==> config.mk <==
export PLATFORM = sky130hd
export DESIGN_NAME = two_class_priority_queue_server
export DESIGN_NICKNAME = d
export VERILOG_FILES = /design/src/hdl/tcpqs_pkg.sv /design/src/hdl/tcpqs_ring.sv /design/src/hdl/tcpqs_core.sv /design/src/hdl/two_class_priority_queue_server.sv
export SDC_FILE = /design/constraint.sdc
export NUM_CORES = 2
export LEC_CHECK = 0
export BUFFER_PORTS_ARGS = -buffer_cell sky130_fd_sc_hd__buf_2
export CORE_MARGIN = 5
export CORE_UTILIZATION = 48
export DETAILED_ROUTE_END_ITERATION = 10
export GPL_TIMING_DRIVEN = 0
export PLACE_DENSITY_LB_ADDON = 0.12
export SYNTH_ARGS = -nofsm -noshare
export SYNTH_HDL_FRONTEND = slang
export SYNTH_HIERARCHICAL = 1
export SYNTH_SLANG_ARGS = --single-unit
==> constraint.sdc <==
create_clock -name clock -period 28.7 [get_ports clock]
set_input_delay 1.435 -clock clock [delete_from_list [all_inputs] [get_ports clock]]
set_output_delay 1.435 -clock clock [all_outputs]
set_load 0.01 [all_outputs]
==> src/hdl/tcpqs_pkg.sv <==
// shared types for the two-class priority queue server
`default_nettype none
package tcpqs_pkg;

   localparam int ID_W    = 16;
   localparam int TICK_W  = 32;
   localparam int SLEN_W  = 4;
   localparam int SUM_W   = 48;
   localparam int CNT_W   = 32;
   localparam int OCC_W   = 3;
   localparam int REQ_W   = 8;
   localparam int RSP_W   = 224;

   typedef struct packed {
      logic [SLEN_W-1:0] slen;
      logic [TICK_W-1:0] tick;
      logic [ID_W-1:0]   id;
   } entry_type;

   typedef struct packed {
      logic      fire;
      logic      push;
      logic      pop;
      entry_type entry;
   } ring_ctrl_type;

   typedef struct packed {
      logic             empty;
      logic             full;
      logic [OCC_W-1:0] fill;
   } ring_stat_type;

endpackage
`default_nettype wire

==> src/hdl/tcpqs_ring.sv <==
// circular fifo for one class with a prefetched head entry
`default_nettype none
module tcpqs_ring #(
   parameter int RING_SLOTS = 8
) (
   input  wire logic                     clock,
   input  wire logic                     reset,
   input  wire tcpqs_pkg::ring_ctrl_type ctrl,
   output tcpqs_pkg::ring_stat_type      stat,
   output tcpqs_pkg::entry_type          pop_entry
);
   import tcpqs_pkg::*;

   localparam int PW = $clog2(RING_SLOTS);
   localparam int FW = PW + 1;

   function automatic logic [PW-1:0] ring_next(input logic [PW-1:0] i);
      ring_next = (i == PW'(RING_SLOTS - 1)) ? '0 : i + PW'(1);
   endfunction

   entry_type     mem [RING_SLOTS];
   logic [PW-1:0] head_ff, head_in, tail_ff, tail_in, rd_addr;
   entry_type     rdata_ff, byp_data_ff, front;
   logic          byp_ff;
   logic          ring_empty;
   logic [FW-1:0] fill;
   logic [FW+2:0] fill_ext;

   assign ring_empty = (head_ff == tail_ff);
   assign stat.empty = ring_empty;
   assign stat.full  = (ring_next(tail_ff) == head_ff);
   assign stat.fill  = fill_ext[OCC_W-1:0];

   assign tail_in = ctrl.push ? ring_next(tail_ff) : tail_ff;
   assign head_in = ctrl.pop  ? ring_next(head_ff) : head_ff;
   assign rd_addr = ring_next(head_in);

   // an empty ring hands the entry being pushed straight through
   assign front     = byp_ff ? byp_data_ff : rdata_ff;
   assign pop_entry = ring_empty ? ctrl.entry : front;

   always_comb begin
      if (tail_in >= head_in) begin
         fill = {1'b0, tail_in} - {1'b0, head_in};
      end else begin
         fill = {1'b0, tail_in} + FW'(RING_SLOTS) - {1'b0, head_in};
      end
      fill_ext = {3'b000, fill};
   end

   always_ff @(posedge clock) begin
      if (reset) begin
         head_ff <= '0;
         tail_ff <= '0;
         byp_ff  <= 1'b0;
      end else begin
         head_ff <= head_in;
         tail_ff <= tail_in;
         if (ctrl.fire) begin
            byp_ff <= ctrl.push && (rd_addr == tail_in);
         end
      end
   end

   always_ff @(posedge clock) begin
      if (ctrl.push) begin
         mem[tail_in] <= ctrl.entry;
      end
      if (ctrl.fire) begin
         rdata_ff    <= mem[rd_addr];
         byp_data_ff <= ctrl.entry;
      end
   end

`ifndef SYNTH
   a_pop_nonempty: assert property (@(posedge clock) disable iff (reset)
      ctrl.pop |-> (!ring_empty || ctrl.push))
      else $error("pop from empty ring");
   a_push_not_full: assert property (@(posedge clock) disable iff (reset)
      ctrl.push |-> !stat.full)
      else $error("push into full ring");
   a_push_fills: assert property (@(posedge clock) disable iff (reset)
      (ctrl.push && !ctrl.pop) |=> !ring_empty)
      else $error("ring empty after push");
`endif

endmodule
`default_nettype wire

==> src/hdl/tcpqs_core.sv <==
// tick processing: push, strict-priority start, counters and result register
`default_nettype none
module tcpqs_core (
   input  wire logic                     clock,
   input  wire logic                     reset,
   input  wire logic                     in_valid,
   input  wire logic [tcpqs_pkg::REQ_W-1:0] in_data,
   output logic                          in_take,
   output tcpqs_pkg::ring_ctrl_type      h_ctrl,
   output tcpqs_pkg::ring_ctrl_type      n_ctrl,
   input  wire tcpqs_pkg::ring_stat_type h_stat,
   input  wire tcpqs_pkg::ring_stat_type n_stat,
   input  wire tcpqs_pkg::entry_type     h_front,
   input  wire tcpqs_pkg::entry_type     n_front,
   output logic                          rsp_tvalid,
   input  wire logic                     rsp_tready,
   output logic [tcpqs_pkg::RSP_W-1:0]   rsp_tdata
);
   import tcpqs_pkg::*;

   logic [SLEN_W-1:0] rem_ff, rem_in;
   logic [TICK_W-1:0] tick_ff;
   logic [ID_W-1:0]   id_ff;
   logic [SUM_W-1:0]  hsum_ff, hsum_in, nsum_ff, nsum_in;
   logic [CNT_W-1:0]  hcnt_ff, hcnt_in, ncnt_ff, ncnt_in;
   logic              rsp_valid_ff;
   logic [RSP_W-1:0]  rsp_data_ff, rsp_data_in;

   logic              arrival, is_high, dropped, busy, start;
   logic              h_push, n_push, h_avail, n_avail;
   logic [SLEN_W-1:0] slen;
   entry_type         new_entry, st_entry;
   logic [TICK_W-1:0] st_wait;
   logic [ID_W-1:0]   o_id;
   logic [TICK_W-1:0] o_wait;

   assign arrival = in_data[0];
   assign is_high = in_data[1];
   assign slen    = in_data[5:2];

   assign in_take = in_valid && (!rsp_valid_ff || rsp_tready);

   always_comb begin
      new_entry.slen = slen;
      new_entry.tick = tick_ff;
      new_entry.id   = id_ff;

      h_push  = in_take && arrival && is_high && !h_stat.full;
      n_push  = in_take && arrival && !is_high && !n_stat.full;
      dropped = arrival && (is_high ? h_stat.full : n_stat.full);

      busy    = (rem_ff != '0);
      h_avail = !h_stat.empty || h_push;
      n_avail = !n_stat.empty || n_push;
      start   = !busy && (h_avail || n_avail);

      h_ctrl.fire  = in_take;
      h_ctrl.push  = h_push;
      h_ctrl.pop   = in_take && start && h_avail;
      h_ctrl.entry = new_entry;
      n_ctrl.fire  = in_take;
      n_ctrl.push  = n_push;
      n_ctrl.pop   = in_take && start && !h_avail && n_avail;
      n_ctrl.entry = new_entry;

      st_entry = h_avail ? h_front : n_front;
      st_wait  = tick_ff - st_entry.tick;

      if (busy) begin
         rem_in = rem_ff - SLEN_W'(1);
      end else if (start) begin
         rem_in = st_entry.slen;
      end else begin
         rem_in = rem_ff;
      end

      hsum_in = hsum_ff;
      nsum_in = nsum_ff;
      if (start && h_avail) begin
         hsum_in = hsum_ff + SUM_W'(st_wait);
      end else if (start) begin
         nsum_in = nsum_ff + SUM_W'(st_wait);
      end
      hcnt_in = hcnt_ff + CNT_W'(h_push);
      ncnt_in = ncnt_ff + CNT_W'(n_push);

      o_id   = start ? st_entry.id : '0;
      o_wait = start ? st_wait : '0;
      rsp_data_in = {6'b000000, n_stat.fill, h_stat.fill, ncnt_in, hcnt_in,
                     nsum_in, hsum_in, dropped, busy, o_wait, o_id,
                     start && h_avail, start};
   end

   always_ff @(posedge clock) begin
      if (reset) begin
         rem_ff       <= '0;
         tick_ff      <= '0;
         id_ff        <= '0;
         hsum_ff      <= '0;
         nsum_ff      <= '0;
         hcnt_ff      <= '0;
         ncnt_ff      <= '0;
         rsp_valid_ff <= 1'b0;
      end else begin
         if (in_take) begin
            rem_ff  <= rem_in;
            tick_ff <= tick_ff + TICK_W'(1);
            id_ff   <= id_ff + ID_W'(h_push || n_push);
            hsum_ff <= hsum_in;
            nsum_ff <= nsum_in;
            hcnt_ff <= hcnt_in;
            ncnt_ff <= ncnt_in;
            rsp_valid_ff <= 1'b1;
         end else if (rsp_tready) begin
            rsp_valid_ff <= 1'b0;
         end
      end
   end

   always_ff @(posedge clock) begin
      if (in_take) begin
         rsp_data_ff <= rsp_data_in;
      end
   end

   assign rsp_tvalid = rsp_valid_ff;
   assign rsp_tdata  = rsp_data_ff;

`ifndef SYNTH
   a_one_pop: assert property (@(posedge clock) disable iff (reset)
      !(h_ctrl.pop && n_ctrl.pop))
      else $error("both classes popped in one tick");
   a_start_xor_busy: assert property (@(posedge clock) disable iff (reset)
      in_take |=> !(rsp_data_ff[0] && rsp_data_ff[50]))
      else $error("start reported while busy");
   a_rem_down: assert property (@(posedge clock) disable iff (reset)
      (in_take && busy) |=> (rem_ff == $past(rem_ff) - SLEN_W'(1)))
      else $error("remaining service not decremented");
`endif

endmodule
`default_nettype wire

==> src/hdl/two_class_priority_queue_server.sv <==
// top level of the two-class strict-priority queue server
//
//   channel  dir  ports                         transfer
//   req      in   req_tvalid/tready/tdata[7:0]  one tick, optional arrival
//   rsp      out  rsp_tvalid/tready/tdata[223:0] one report per tick
//
// one tick per cycle sustained while rsp is ready; a tick lands in the input
// register, then the ring push, priority start and counter update run
// combinationally into the result register, from which the report is valid on rsp.
// ring head entries are read ahead into a register from each ring memory.
// synchronous reset empties both rings and clears all counters; ring memory
// itself is not cleared. a stalled rsp side holds the result and the input
// register keeps one more tick.
`default_nettype none
module two_class_priority_queue_server #(
   parameter int RING_SLOTS = 8
) (
   input  wire logic                         clock,
   input  wire logic                         reset,
   input  wire logic                         req_tvalid,
   output logic                              req_tready,
   // arrival, arrival_high_class, service_length[3:0], zero pad
   input  wire logic [tcpqs_pkg::REQ_W-1:0]  req_tdata,
   output logic                              rsp_tvalid,
   input  wire logic                         rsp_tready,
   // service_started, started_high_class, started_id[15:0], started_wait[31:0],
   // server_busy, arrival_dropped, high_wait_total[47:0], normal_wait_total[47:0],
   // high_arrivals[31:0], normal_arrivals[31:0], high_waiting[2:0],
   // normal_waiting[2:0], zero pad
   output logic [tcpqs_pkg::RSP_W-1:0]       rsp_tdata
);
   import tcpqs_pkg::*;

   logic             in_valid_ff;
   logic [REQ_W-1:0] in_data_ff;
   logic             in_take;
   ring_ctrl_type    h_ctrl, n_ctrl;
   ring_stat_type    h_stat, n_stat;
   entry_type        h_front, n_front;

   assign req_tready = !in_valid_ff || in_take;

   always_ff @(posedge clock) begin
      if (reset) begin
         in_valid_ff <= 1'b0;
      end else if (req_tready) begin
         in_valid_ff <= req_tvalid;
      end
   end

   always_ff @(posedge clock) begin
      if (req_tready && req_tvalid) begin
         in_data_ff <= req_tdata;
      end
   end

   tcpqs_ring #(.RING_SLOTS(RING_SLOTS)) u_high_ring (
      .clock     (clock),
      .reset     (reset),
      .ctrl      (h_ctrl),
      .stat      (h_stat),
      .pop_entry (h_front)
   );

   tcpqs_ring #(.RING_SLOTS(RING_SLOTS)) u_normal_ring (
      .clock     (clock),
      .reset     (reset),
      .ctrl      (n_ctrl),
      .stat      (n_stat),
      .pop_entry (n_front)
   );

   tcpqs_core u_core (
      .clock      (clock),
      .reset      (reset),
      .in_valid   (in_valid_ff),
      .in_data    (in_data_ff),
      .in_take    (in_take),
      .h_ctrl     (h_ctrl),
      .n_ctrl     (n_ctrl),
      .h_stat     (h_stat),
      .n_stat     (n_stat),
      .h_front    (h_front),
      .n_front    (n_front),
      .rsp_tvalid (rsp_tvalid),
      .rsp_tready (rsp_tready),
      .rsp_tdata  (rsp_tdata)
   );

endmodule
`default_nettype wire

==> metrics <==
Worst-Skew Late Latency around 770 ps; YS warnings 6; first-pass GRT wire length between 200 and 300 mm; Util after Layout 55.3%; WL per Instance 23.0 um; TritonCTS Buffers around 160; cts hold-fix bufs 0; std cell rows approximately 140; # port buffers 229; Starting Density around half; proportion of layout cells with a drive suffix above 1 16.8%; Fin. Hold Viols 0; PD cells slightly above 70 mW/mm^2; Placed Instance Area ~0.07 sq mm; DRT Pass-1 Iters 5; post-detail-place hpwl 123 mm; crit end category flop; Final Cycle Share between 30 and 40%; initial antenna violation count 1; final setup vio count 0; fin. max-slew vios 0; Worst Setup Path Type reg -> reg; Synth Cell Area 0.0662 sq mm; total grt overflow 0; Core Box Area around 0.14 sq mm; Mean Syn Cell Area roughly 14 sq um; Syn Inst Count about 4900; outcome finished clean; highest clock rate between 90 and 100 MHz; met1 Track Usage GR 31.5%; VDD IR max slightly above 60 uV; CP peak stage delay ~860 ps; final-stage net count 5539; met3 usage ~3.5%; cell count of the worst reg-to-reg path 30; cell mode on critical path clkbuf_1; DRC errors left 0; Resize count post-CTS 0; Power Total 5.37 mW; Iter 0 DRT Violations around 3200; DR vias 41500; vias in the first global route 40700; maximum clock path buffer count 3; Leak between 20 and 30 nW; slowest cell on the critical path xor2_1; worst hold stages 2; Slew HR between 10 and 15%; worst slew pin tran about 1300 ps; cell family with most CP delay buffers and inverters; clk slew on worst S/H paths roughly 60 ps; Min Hold Slack around 470 ps; gr usage total 22.9%; Hold Path Class reg -> reg; reg2reg end u_core/nsum_ff[40]$_SDFFE_PP0P_; CTS HTree Levels 4; Tmin final 10460 ps; area growth from synthesis to layout 14.5%; Clk Tree Root Cell clkbuf_16; Total Routed Length about 170 mm; total of max-cap violations 0; most used routing layer met2; final weighted congestion of routability-driven global placement slightly below 0.9; CTS tree done; fin area 0.0758 sq mm; Total Die Area between 0.1 and 0.15 sq mm; crit path DAT 11050 ps; reg-to-reg setup timing slack between 15000 and 20000 ps; crit path buf inv count 8; Reg2Reg Launch Point u_high_ring/tail_ff[0]$_SDFF_PP0_; Ports ~240; CP required ~29000 ps; Via density around 5.7; WHS Endpoint u_core/hcnt_ff[0]$_SDFFE_PP0P_; worst-path fanout max 10; Die Height 381 um; min-delay src u_core/hcnt_ff[0]$_SDFFE_PP0P_; largest net degree at the start of global routing 107; grt met2 use a little under two fifths; Worst setup SP type flop; unrepaired setup endpoints after global routing no; clock sink count 1492; Clock Skew between 20 and 25 ps; die width about 380 um; setup TNS 0 ps; post-CTS setup buffers 0; Routed Antenna Nets 0
[flip-flops by register name, summed over array words and instances, names as in the netlist, 3 cells and up]
register                   cells
u_core/rsp_tdata             218
u_high_ring/mem              416
u_normal_ring/rdata_ff        52
u_normal_ring/head_ff          3
u_core/hcnt_ff                32
u_normal_ring/tail_ff          3
u_normal_ring/mem            416
u_high_ring/head_ff            3
u_core/nsum_ff                48
u_core/hsum_ff                48
u_high_ring/rdata_ff          52
u_core/ncnt_ff                32
u_high_ring/tail_ff            3
u_high_ring/byp_data_ff       52
u_normal_ring/byp_data_ff     52
u_core/tick_ff                32
u_core/rem_ff                  4
u_core/id_ff                  16
in_data_ff                     6
[area by class of cell]
type / instances / area (sq um)
fill: 11200 / 61400
inverter: 52 / 195
tap: 1794 / 2240
clock buffer: 199 / 4190
multi-input combinational: 3031 / 21900
timing repair buffer: 344 / 2310
buffer: 329 / 1710
sequential: 1492 / 42500
antenna: 3 / 7.51
clock inverter: 84 / 729
[worst register-to-register path, delay by kind of cell (launching register included)]
family	cells	cell delay, ps
and+or+nand+nor	6	1080
muxes	1	290
DFF	1	470
AOI/OAI and AO/OA	11	3230
adders and majority gates	2	710
xor gates and xnor gates	2	980
buffers and inverters	8	3520
[cell usage in the layout, fill, tap and decap left out, types with 143 or more instances in the layout]
cell type     n
buf_4       144
a21oi_1     336
edfxtp_1   1264
xnor2_1     143
buf_2       253
clkbuf_1    222
nor2_1      423
clkbuf_16   162
dfxtp_1     228
nand2_1     516
xor2_1      152
mux2i_1     305
[per-layer routing]
metal / vias up / share of wire [%]
li1: 19300 / -
met1: 20700 / 44
met2: 1149 / 47
met3: 243 / 5.4
met4: 0 / 3.4
met5: - / 0
[how the worst max path moves through the flow]
stage                                                  from                              end  slack [ps]  cells past startpoint
after floorplan                                  rsp_tready                       req_tready       17930                      6
after global placement                           rsp_tready                       req_tready       12980                      8
after detailed placement  u_high_ring/tail_ff[0]$_SDFF_PP0_  u_core/nsum_ff[40]$_SDFFE_PP0P_       18280                     30
after CTS                 u_high_ring/tail_ff[0]$_SDFF_PP0_  u_core/nsum_ff[40]$_SDFFE_PP0P_       18230                     30
after global routing      u_high_ring/tail_ff[0]$_SDFF_PP0_  u_core/nsum_ff[32]$_SDFFE_PP0P_       17710                     30
final                     u_high_ring/tail_ff[0]$_SDFF_PP0_  u_core/nsum_ff[40]$_SDFFE_PP0P_       18240                     30
[power breakdown]
part | leakage [nW] | switching (mW) | internal, mW
Clock | 2.38 | 0.817 | 1.14
Sequential | 13.7 | 0.0242 | 2.42
Combinational | 10.5 | 0.629 | 0.345
Total | 26.6 | 1.47 | 3.90
[stage by stage]
| step | setup slack [ps] | cells |
|---|---|---|
| 2_1_floorplan | 17930 | 4904 |
| 3_3_place_gp | 12980 | 6927 |
| 3_5_place_dp | 18280 | 7040 |
| 4_1_cts | 18230 | 7323 |
| 5_1_grt | 17710 | 7325 |
| 6_report | 18240 | 7328 |
Power figures use the tool's default switching activity.
